$ cat src/rtl/cbam_pkg.sv
`timescale 1ns / 1ps
`default_nettype none

package cbam_pkg;

  localparam int unsigned ROM_BANK_BYTES = 16384;
  localparam int unsigned RAM_BANK_BYTES = 8192;
  localparam int unsigned ROM_OFFSET_W = $clog2(ROM_BANK_BYTES);
  localparam int unsigned RAM_OFFSET_W = $clog2(RAM_BANK_BYTES);

  localparam int unsigned ROM_BANK_W = 9;
  localparam int unsigned RAM_BANK_W = 4;
  localparam int unsigned KIND_W = 2;
  localparam int unsigned TARGET_W = 3;
  localparam int unsigned PHYS_W = 23;
  localparam int unsigned ADDR_W = 16;
  localparam int unsigned DATA_W = 8;
  localparam int unsigned CFG_INDEX_W = 2;
  localparam int unsigned CFG_DATA_W = 9;

  localparam logic [TARGET_W-1:0] TGT_OPEN = 3'd0;
  localparam logic [TARGET_W-1:0] TGT_ROM = 3'd1;
  localparam logic [TARGET_W-1:0] TGT_RAM = 3'd2;
  localparam logic [TARGET_W-1:0] TGT_INT = 3'd3;
  localparam logic [TARGET_W-1:0] TGT_REG = 3'd4;

  localparam logic [KIND_W-1:0] KIND_PLAIN = 2'd0;
  localparam logic [KIND_W-1:0] KIND_MBC1 = 2'd1;
  localparam logic [KIND_W-1:0] KIND_MBC5 = 2'd2;

  localparam logic [CFG_INDEX_W-1:0] CFG_KIND = 2'd0;
  localparam logic [CFG_INDEX_W-1:0] CFG_ROM_MASK = 2'd1;
  localparam logic [CFG_INDEX_W-1:0] CFG_RAM_MASK = 2'd2;

  localparam logic [KIND_W-1:0] KIND_RESET = KIND_MBC1;
  localparam logic [ROM_BANK_W-1:0] ROM_MASK_RESET = 9'h1FF;
  localparam logic [RAM_BANK_W-1:0] RAM_MASK_RESET = 4'h3;
  localparam logic [ROM_BANK_W-1:0] BANK_LOW_RESET = 9'd1;

  localparam logic [3:0] RAM_EN_KEY = 4'hA;

  typedef struct packed {
    logic [TARGET_W-1:0] target;
    logic [PHYS_W-1:0] phys_address;
    logic is_write;
    logic [DATA_W-1:0] out_data;
  } result_t;

endpackage

`default_nettype wire

$ cat src/rtl/cartridge_bank_address_mapper.sv
`timescale 1ns / 1ps
`default_nettype none
// Throughput: one transaction per cycle while the skid stage is empty; the
// output register and skid stage hold two entries, so one more transaction is
// accepted while a result waits on out_ready. Results are registered.
// Reset: synchronous, active high; restores the configuration registers and
// bank state to their power-on values and empties the output stages.

module cartridge_bank_address_mapper
  import cbam_pkg::*;
(
  input  wire                     clk,
  input  wire                     rst,
  input  wire                     cfg_we,
  input  wire [CFG_INDEX_W-1:0]   cfg_index,
  input  wire [CFG_DATA_W-1:0]    cfg_data,
  input  wire                     in_valid,
  output logic                    in_ready,
  input  wire                     req_type,
  input  wire [ADDR_W-1:0]        bus_address,
  input  wire [DATA_W-1:0]        bus_data,
  output logic                    out_valid,
  input  wire                     out_ready,
  output logic [TARGET_W-1:0]     target,
  output logic [PHYS_W-1:0]       phys_address,
  output logic                    is_write,
  output logic [DATA_W-1:0]       out_data
);

  logic [KIND_W-1:0] controller_kind;
  logic [ROM_BANK_W-1:0] rom_bank_limit_mask;
  logic [RAM_BANK_W-1:0] ram_bank_limit_mask;

  logic ram_enable;
  logic ram_enable_next;
  logic [ROM_BANK_W-1:0] bank_low;
  logic [ROM_BANK_W-1:0] bank_low_next;
  logic [RAM_BANK_W-1:0] bank_upper;
  logic [RAM_BANK_W-1:0] bank_upper_next;
  logic advanced_mode;
  logic advanced_mode_next;

  logic mbc1;
  logic mbc5;
  logic accept;
  logic [ROM_BANK_W-1:0] rom_bank;
  logic [RAM_BANK_W-1:0] ram_page;
  result_t res;
  result_t out_reg;
  result_t skid_reg;
  logic skid_valid;

  assign mbc1 = (controller_kind == KIND_MBC1);
  assign mbc5 = (controller_kind == KIND_MBC5);
  assign in_ready = !skid_valid;
  assign accept = in_valid && in_ready;

  always_ff @(posedge clk) begin
    if (rst) begin
      controller_kind <= KIND_RESET;
      rom_bank_limit_mask <= ROM_MASK_RESET;
      ram_bank_limit_mask <= RAM_MASK_RESET;
    end else if (cfg_we) begin
      case (cfg_index)
        CFG_KIND: controller_kind <= cfg_data[KIND_W-1:0];
        CFG_ROM_MASK: rom_bank_limit_mask <= cfg_data[ROM_BANK_W-1:0];
        CFG_RAM_MASK: ram_bank_limit_mask <= cfg_data[RAM_BANK_W-1:0];
        default: ;
      endcase
    end
  end

  always_comb begin
    if (mbc1) begin
      if (bus_address[14]) begin
        rom_bank = {2'b00, bank_upper[1:0], bank_low[4:0]};
      end else if (advanced_mode) begin
        rom_bank = {2'b00, bank_upper[1:0], 5'd0};
      end else begin
        rom_bank = '0;
      end
      ram_page = advanced_mode ? {2'b00, bank_upper[1:0]} : '0;
    end else begin
      rom_bank = bank_low;
      ram_page = bank_upper;
    end
  end

  always_comb begin
    res = '0;
    ram_enable_next = ram_enable;
    bank_low_next = bank_low;
    bank_upper_next = bank_upper;
    advanced_mode_next = advanced_mode;
    if (!bus_address[15]) begin
      if (!mbc1 && !mbc5) begin
        if (req_type) begin
          res.target = TGT_OPEN;
        end else begin
          res.target = TGT_ROM;
          res.phys_address = {7'd0, bus_address};
        end
      end else if (req_type) begin
        res.target = TGT_REG;
        if (bus_address[14:13] == 2'b00) begin
          ram_enable_next = (bus_data[3:0] == RAM_EN_KEY);
        end else if (mbc1) begin
          case (bus_address[14:13])
            2'b01: begin
              bank_low_next = (bus_data[4:0] == 5'd0) ? BANK_LOW_RESET
                                                      : {4'd0, bus_data[4:0]};
            end
            2'b10: bank_upper_next = {2'b00, bus_data[1:0]};
            default: advanced_mode_next = bus_data[0];
          endcase
        end else begin
          if (bus_address[14:12] == 3'b010) begin
            bank_low_next = {bank_low[8], bus_data};
          end else if (bus_address[14:12] == 3'b011) begin
            bank_low_next = {bus_data[0], bank_low[7:0]};
          end else if (bus_address[14:13] == 2'b10) begin
            bank_upper_next = bus_data[3:0];
          end
        end
      end else begin
        res.target = TGT_ROM;
        if (mbc5 && !bus_address[14]) begin
          res.phys_address = {7'd0, bus_address};
        end else begin
          res.phys_address = {rom_bank & rom_bank_limit_mask,
                              bus_address[ROM_OFFSET_W-1:0]};
        end
      end
    end else if (bus_address inside {[16'hA000:16'hBFFF]}) begin
      if ((!mbc1 && !mbc5) || !ram_enable) begin
        res.target = TGT_OPEN;
      end else begin
        res.target = TGT_RAM;
        res.phys_address = {6'd0, ram_page & ram_bank_limit_mask,
                            bus_address[RAM_OFFSET_W-1:0]};
        res.is_write = req_type;
        res.out_data = req_type ? bus_data : '0;
      end
    end else begin
      res.target = TGT_INT;
      res.phys_address = {7'd0, bus_address};
      res.is_write = req_type;
      res.out_data = req_type ? bus_data : '0;
    end
  end

  always_ff @(posedge clk) begin
    if (rst) begin
      ram_enable <= 1'b0;
      bank_low <= BANK_LOW_RESET;
      bank_upper <= '0;
      advanced_mode <= 1'b0;
    end else if (accept) begin
      ram_enable <= ram_enable_next;
      bank_low <= bank_low_next;
      bank_upper <= bank_upper_next;
      advanced_mode <= advanced_mode_next;
    end
  end

  always_ff @(posedge clk) begin
    if (rst) begin
      out_valid <= 1'b0;
      skid_valid <= 1'b0;
    end else if (!out_valid || out_ready) begin
      if (skid_valid) begin
        out_valid <= 1'b1;
        skid_valid <= 1'b0;
      end else begin
        out_valid <= accept;
      end
    end else if (accept) begin
      skid_valid <= 1'b1;
    end
  end

  always_ff @(posedge clk) begin
    if (!out_valid || out_ready) begin
      out_reg <= skid_valid ? skid_reg : res;
    end else if (accept) begin
      skid_reg <= res;
    end
  end

  assign target = out_reg.target;
  assign phys_address = out_reg.phys_address;
  assign is_write = out_reg.is_write;
  assign out_data = out_reg.out_data;

  a_skid_needs_out: assert property (@(posedge clk) disable iff (rst)
    skid_valid |-> out_valid)
    else $error("Skid stage holds a result while the output register is empty.");

  a_no_write_unused: assert property (@(posedge clk) disable iff (rst)
    (out_valid && (target == TGT_OPEN || target == TGT_REG)) |-> !is_write)
    else $error("Open bus or register transaction carries a memory write.");

  a_ram_enable_key: assert property (@(posedge clk) disable iff (rst)
    (accept && req_type && bus_address[15:13] == 3'b000 &&
     (controller_kind == KIND_MBC1 || controller_kind == KIND_MBC5) &&
     bus_data[3:0] == RAM_EN_KEY) |=> ram_enable)
    else $error("RAM enable key write did not enable cartridge RAM.");

endmodule

`default_nettype wire

$ cat config.mk
export PLATFORM = sky130hd
export DESIGN_NAME = cartridge_bank_address_mapper
export DESIGN_NICKNAME = d
export VERILOG_FILES = /design/src/rtl/cbam_pkg.sv /design/src/rtl/cartridge_bank_address_mapper.sv
export SDC_FILE = /design/constraint.sdc
export NUM_CORES = 1
export LEC_CHECK = 0
export BUFFER_PORTS_ARGS = -buffer_cell sky130_fd_sc_hd__buf_2
export CAP_MARGIN = 20
export CORE_MARGIN = 5
export CORE_UTILIZATION = 60
export DETAILED_ROUTE_END_ITERATION = 8
export GPL_TIMING_DRIVEN = 0
export PLACE_DENSITY = 0.85
export SKIP_LAST_GASP = 1
export SYNTH_ARGS = -nofsm -noshare
export SYNTH_HDL_FRONTEND = slang
export SYNTH_SLANG_ARGS = --single-unit
$ cat constraint.sdc
create_clock -name clk -period 10.09 [get_ports clk]
set_input_delay 0.5045 -clock clk [delete_from_list [all_inputs] [get_ports clk]]
set_output_delay 0.5045 -clock clk [all_outputs]
set_load 0.02 [all_outputs]
---- Word level (Yosys, flattened, before mapping) ----
Cells that the tools add are included.
word-level totals
  bits in registers ....................... 102
  output and inout port bits .............. 37
cells by class
  $lt $le $gt $ge ......................... 2
  equality and inequality tests ........... 12
  multiplexer cells ....................... 29
  bitwise gates (word level) .............. 7
  reductions and logical operators ........ 28
operators with widths
  operator              count
  $mux 26               3
  $mux 9                6
  $mux 23               2
  $mux 35               1
  $mux 34               1
  $mux 4                6
  $ge 16x16->1 const B  1
  $le 16x16->1 const B  1
  $reduce_and 8->1      2
  $mux 15               1
  $mux 7                2
  $reduce_and 7->1      2
  $and 9x9->9           1
  $mux 8                1
  $reduce_and 2->1      4
  $eq 2x1->1 const B    3
  $eq 2x2->1 const B    3
  $eq 3x2->1 const B    2
  $logic_not 1->1       6
  $logic_not 5->1       1
  $mux 5                1
  $not 1->1             5
  $reduce_and 5->1      1
  $and 4x4->4           1
  11 further kinds      21

---- Depth between registers and ports, before layout ----
  word-level depth ........................ 9
  mapped depth ............................ 7
  mapped depth without buffers ............ 6

---- Worst setup path before layout ----
No wires, ideal clock.
  path kind ............................... input -> register
  start ................................... input out_ready
  end ..................................... register skid_reg[0] (netlist name) (enable)
  library setup time ...................... 478 ps
  arrival ................................. 4096 ps
  setup slack ............................. 5515 ps
  stages on the path ...................... 2
  buffers on the path ..................... 0
  cells stage by stage .................... nand2b_1 > nor3b_1
on the way
  cells in the longest elaborated chain, start to end .. 3
RTL lines
  what                        line                                  RTL
  start, declared             cartridge_bank_address_mapper.sv:23   input wire out_ready,
  $logic_or 1x1->1            cartridge_bank_address_mapper.sv:183  if (!out_valid || out_ready) begin
  $not 1->1 (no line)         --
  $reduce_and 2->1 (no line)  --
  end signal, assigned        cartridge_bank_address_mapper.sv:186  skid_reg <= res;
  end, declared               cartridge_bank_address_mapper.sv:50   result_t skid_reg;
Every way passes these cells.
A chain may end at the register's enable or synchronous reset.

---- Worst setup path in the final report ----
  start ................................... register controller_kind[0]
  end ..................................... register bank_upper[3]
on the way
  cells in the longest elaborated chain, start to end .. 5
RTL lines
  what                                             line                                                                      RTL
  start, declared                                  cartridge_bank_address_mapper.sv:30                                       logic [KIND_W-1:0] controller_kind;
  start signal, assigned                           cartridge_bank_address_mapper.sv:65                                       CFG_KIND: controller_kind <= cfg_data[KIND_W-1:0];
  $eq 2x1->1 / $eq 2x2->1 (equally long branches)  cartridge_bank_address_mapper.sv:53, cartridge_bank_address_mapper.sv:54
  $logic_not 1->1                                  cartridge_bank_address_mapper.sv:96                                       if (!mbc1 && !mbc5) begin
  $logic_and 1x1->1                                cartridge_bank_address_mapper.sv:96
  $not 1->1 (no line)                              --
  $reduce_and 8->1 (no line)                       --
  end signal, assigned                             cartridge_bank_address_mapper.sv:161                                      bank_upper <= bank_upper_next;
  end, declared                                    cartridge_bank_address_mapper.sv:38                                       logic [RAM_BANK_W-1:0] bank_upper;
Several ways; a longest one is shown, not always the timed one.

==> metrics.txt <==
gpl congestion 0.8692; post-synth cell types 47; critical-path cell list inv_1 -> ha_1 -> or4b_4 -> or4_1 -> buf_2 -> or3b_1 -> a21oi_2; Fillers 525; Vert. Die Dim 94.94 um; worst reg2reg endpoint bank_upper[3]$_SDFFE_PP0P_; setup bufs post-CTS 0; flop2flop setup slack 7.48 ns; Mapped Nets 385; clk sinks 102; Initial Util 60.66%; global route overflow 0; status complete, no violations; Buf/Inv on CP 2; Row Count 31; Worst Path Arrival 2.90 ns; fin crit share 25.86%; Num CTS Buffers 9; post-route design area 5066 sq um; antenna cells 0; clock tree root driver cell clkbuf_8; pin count of the biggest net entering global routing 39; CTS resizes 0; Vias/cell 5.590; Sequential Area 2743 sq um; RSZ-0062 raised after global routing false; global-route wire length before repair 14130 um; max FFs per register 35; Syn-to-layout area delta 17.02%; Total Wirelength 8890 um; Req. time, crit path 10.39 ns; Startpoint Class flop; Die X 94.94 um; HP Start cfg_data[8]; CP Capture Type flop; worst clock skew 0.01278 ns; share of cells above drive strength 1 32.04%; Worst path slowest cell or4b_4; DRT Pass-1 Iters 6; peak supply drop 0.09659 mV; final setup vio count 0; Antenna Nets Post-Route 0; cts hold-fix bufs 0; slew margin rel. 31.40%; DIE AREA 9014 sq um; most common cell after layout, fill and taps aside buf_2; count of buffers from port buffering 77; DR DRC count 0; Post-synth EDFFs 70; CTS tree yes; DP Area 4883 sq um; cell count of the worst hold path 3; Clk Latency, worst-skew pair 0.37 ns; synthesized cell area 4329 sq um; wire per inst 16.59 um; post-DP HPWL 6550 um; Reg clk slew, reported paths 0.10 ns; critical path's largest stage delay 0.55 ns; Worst path top cell family by delay simple AND/OR/NAND/NOR gates; # Max-Cap Violations 0; Async SR Flop Fraction 0%; GRT Util Overall 20.59%; commonest non-fill, non-tap cells in the layout buf_2 (78), edfxtp_1 (70), nand2_1 (37), mux2_2 (34), dfxtp_1 (32); I/O pins 78; worst slew pin tran 1.023 ns; flops & latches, synth 102; Ys Warns 0; Min-Delay Endpoint rom_bank_limit_mask[8]$_SDFFE_PP1P_; Worst Hold Class input port to flop; vias in the first global route 2919; setup tns final 0 ns; CTS HTree Levels 3; Max Slew Vio Count 0; CORE AREA 7137 sq um; area of the multi-input gates 1491 sq um; 1st-iter DRT viols 181; CP max FO 8; CP Class flop to flop; Leak 0.002063 uW; R2R depth 7; initial antenna violation count 1; Vias 2996; syn avg cell area 12.70 sq um; share of the yosys chip area belonging to registers 63.35%; Cells after Synth 341; nets 476; RR Startpoint controller_kind[0]$_SDFFE_PP1P_; Fin. Hold Viols 0; Post-synth top flop edfxtp_1; fin crit period 2.609 ns; Clock Path Buffers 2; Max Freq 383.3 MHz; pwr dens 158.4 nW/um^2
==> final cells by class <==
class,instances,area share [%]
inverter,10,0.7409
timing repair buffer,80,8.348
sequential,102,54.14
clock inverter,6,1.087
clock buffer,10,2.519
buffer,15,1.284
multi-input combinational,214,29.44
tap,99,2.445
==> synth_stat cells (2+ instances only) <==
cell type	number	area, sq um
mux2_2	34	382.9
nand3b_1	12	90.09
o21ai_0	6	30.03
or3b_1	2	17.52
inv_1	9	33.78
or4_1	2	15.01
nand4b_1	3	26.28
a211o_1	4	35.03
nand4_1	2	12.51
o211ai_1	2	15.01
nor3b_1	3	22.52
o31ai_1	2	15.01
nand2_1	37	138.9
nor4_1	2	12.51
nand2b_1	6	37.54
nor2b_1	5	31.28
mux2i_1	7	70.07
buf_1	3	11.26
nand3_1	4	20.02
dfxtp_1	32	640.6
nor3_1	5	25.02
and2_1	22	137.6
ha_1	3	37.54
a21oi_2	2	17.52
a211oi_1	2	15.01
edfxtp_1	70	2102
a21oi_1	13	65.06
clkbuf_1	10	37.54
and3_1	4	25.02
nor2_1	16	60.06
==> layer usage <==
metal  global-route usage [%]  vias to the layer above  wire length, um  share of wire (%)
li1                         -                     1431                -                  -
met1                    27.31                     1417             3890                 44
met5                        0                        -               11               0.12
met2                    32.71                      126             4123                 46
met4                    8.654                        2              198                2.2
met3                    4.701                       20              666                7.5
==> how the worst max path moves through the flow <==
stage / slack [ns] / cells past startpoint / to / start
after floorplan: 5.52 / 2 / skid_reg[0]$_DFFE_PP_ / out_ready
after global placement: 3.97 / 3 / skid_reg[26]$_DFFE_PP_ / out_ready
after detailed placement: 7.29 / 5 / skid_reg[27]$_DFFE_PP_ / out_ready
after CTS: 7.48 / 6 / out_data[7]$_DFFE_PP_ / controller_kind[0]$_SDFFE_PP1P_
after global routing: 7.27 / 6 / out_data[2]$_DFFE_PP_ / controller_kind[0]$_SDFFE_PP1P_
final: 7.48 / 7 / bank_upper[3]$_SDFFE_PP0P_ / controller_kind[0]$_SDFFE_PP1P_
==> power by group <==
group          switching (uW)  total [uW]  internal, uW
registers                5.48         473           467
clock network             146         240          94.6
logic                    54.8        89.3          34.5
==> kinds of logic after synthesis <==
logic type                 count (synthesis)  share of synthesized area, %
buffers and inverters                     25                         2.370
muxes                                     41                         10.46
AOI/OAI and AO/OA                         38                         5.896
and+or+nand+nor                          132                         17.05
DFF                                      102                         63.35
adders and majority gates                  3                        0.8671
==> worst reg2reg max path: cells and delay by family, from the launching register on <==
| kind | cells | cell delay (ns) |
|---|---|---|
| AO/OA/AOI/OAI | 1 | 0.14 |
| adder cells (fa/ha/maj) | 1 | 0.40 |
| buffers and inverters | 2 | 0.26 |
| flip-flops | 1 | 0.37 |
| AND/OR/NAND/NOR | 3 | 1.38 |
==> through the flow <==
step	utilization (%)	instances	total power (uW)	hold WS (ns)	setup WS [ns]
after floorplan	-	341	536.9	0.4276	5.515
after global placement	67.79	517	567.7	0.4392	3.972
after detailed placement	68.43	520	571.4	0.4459	7.286
after CTS	70.99	536	803.7	0.3408	7.483
after global routing	70.99	536	830.3	0.3601	7.271
final	70.99	536	802.3	0.3492	7.481
No activity file was read; power rests on OpenSTA's default activity.
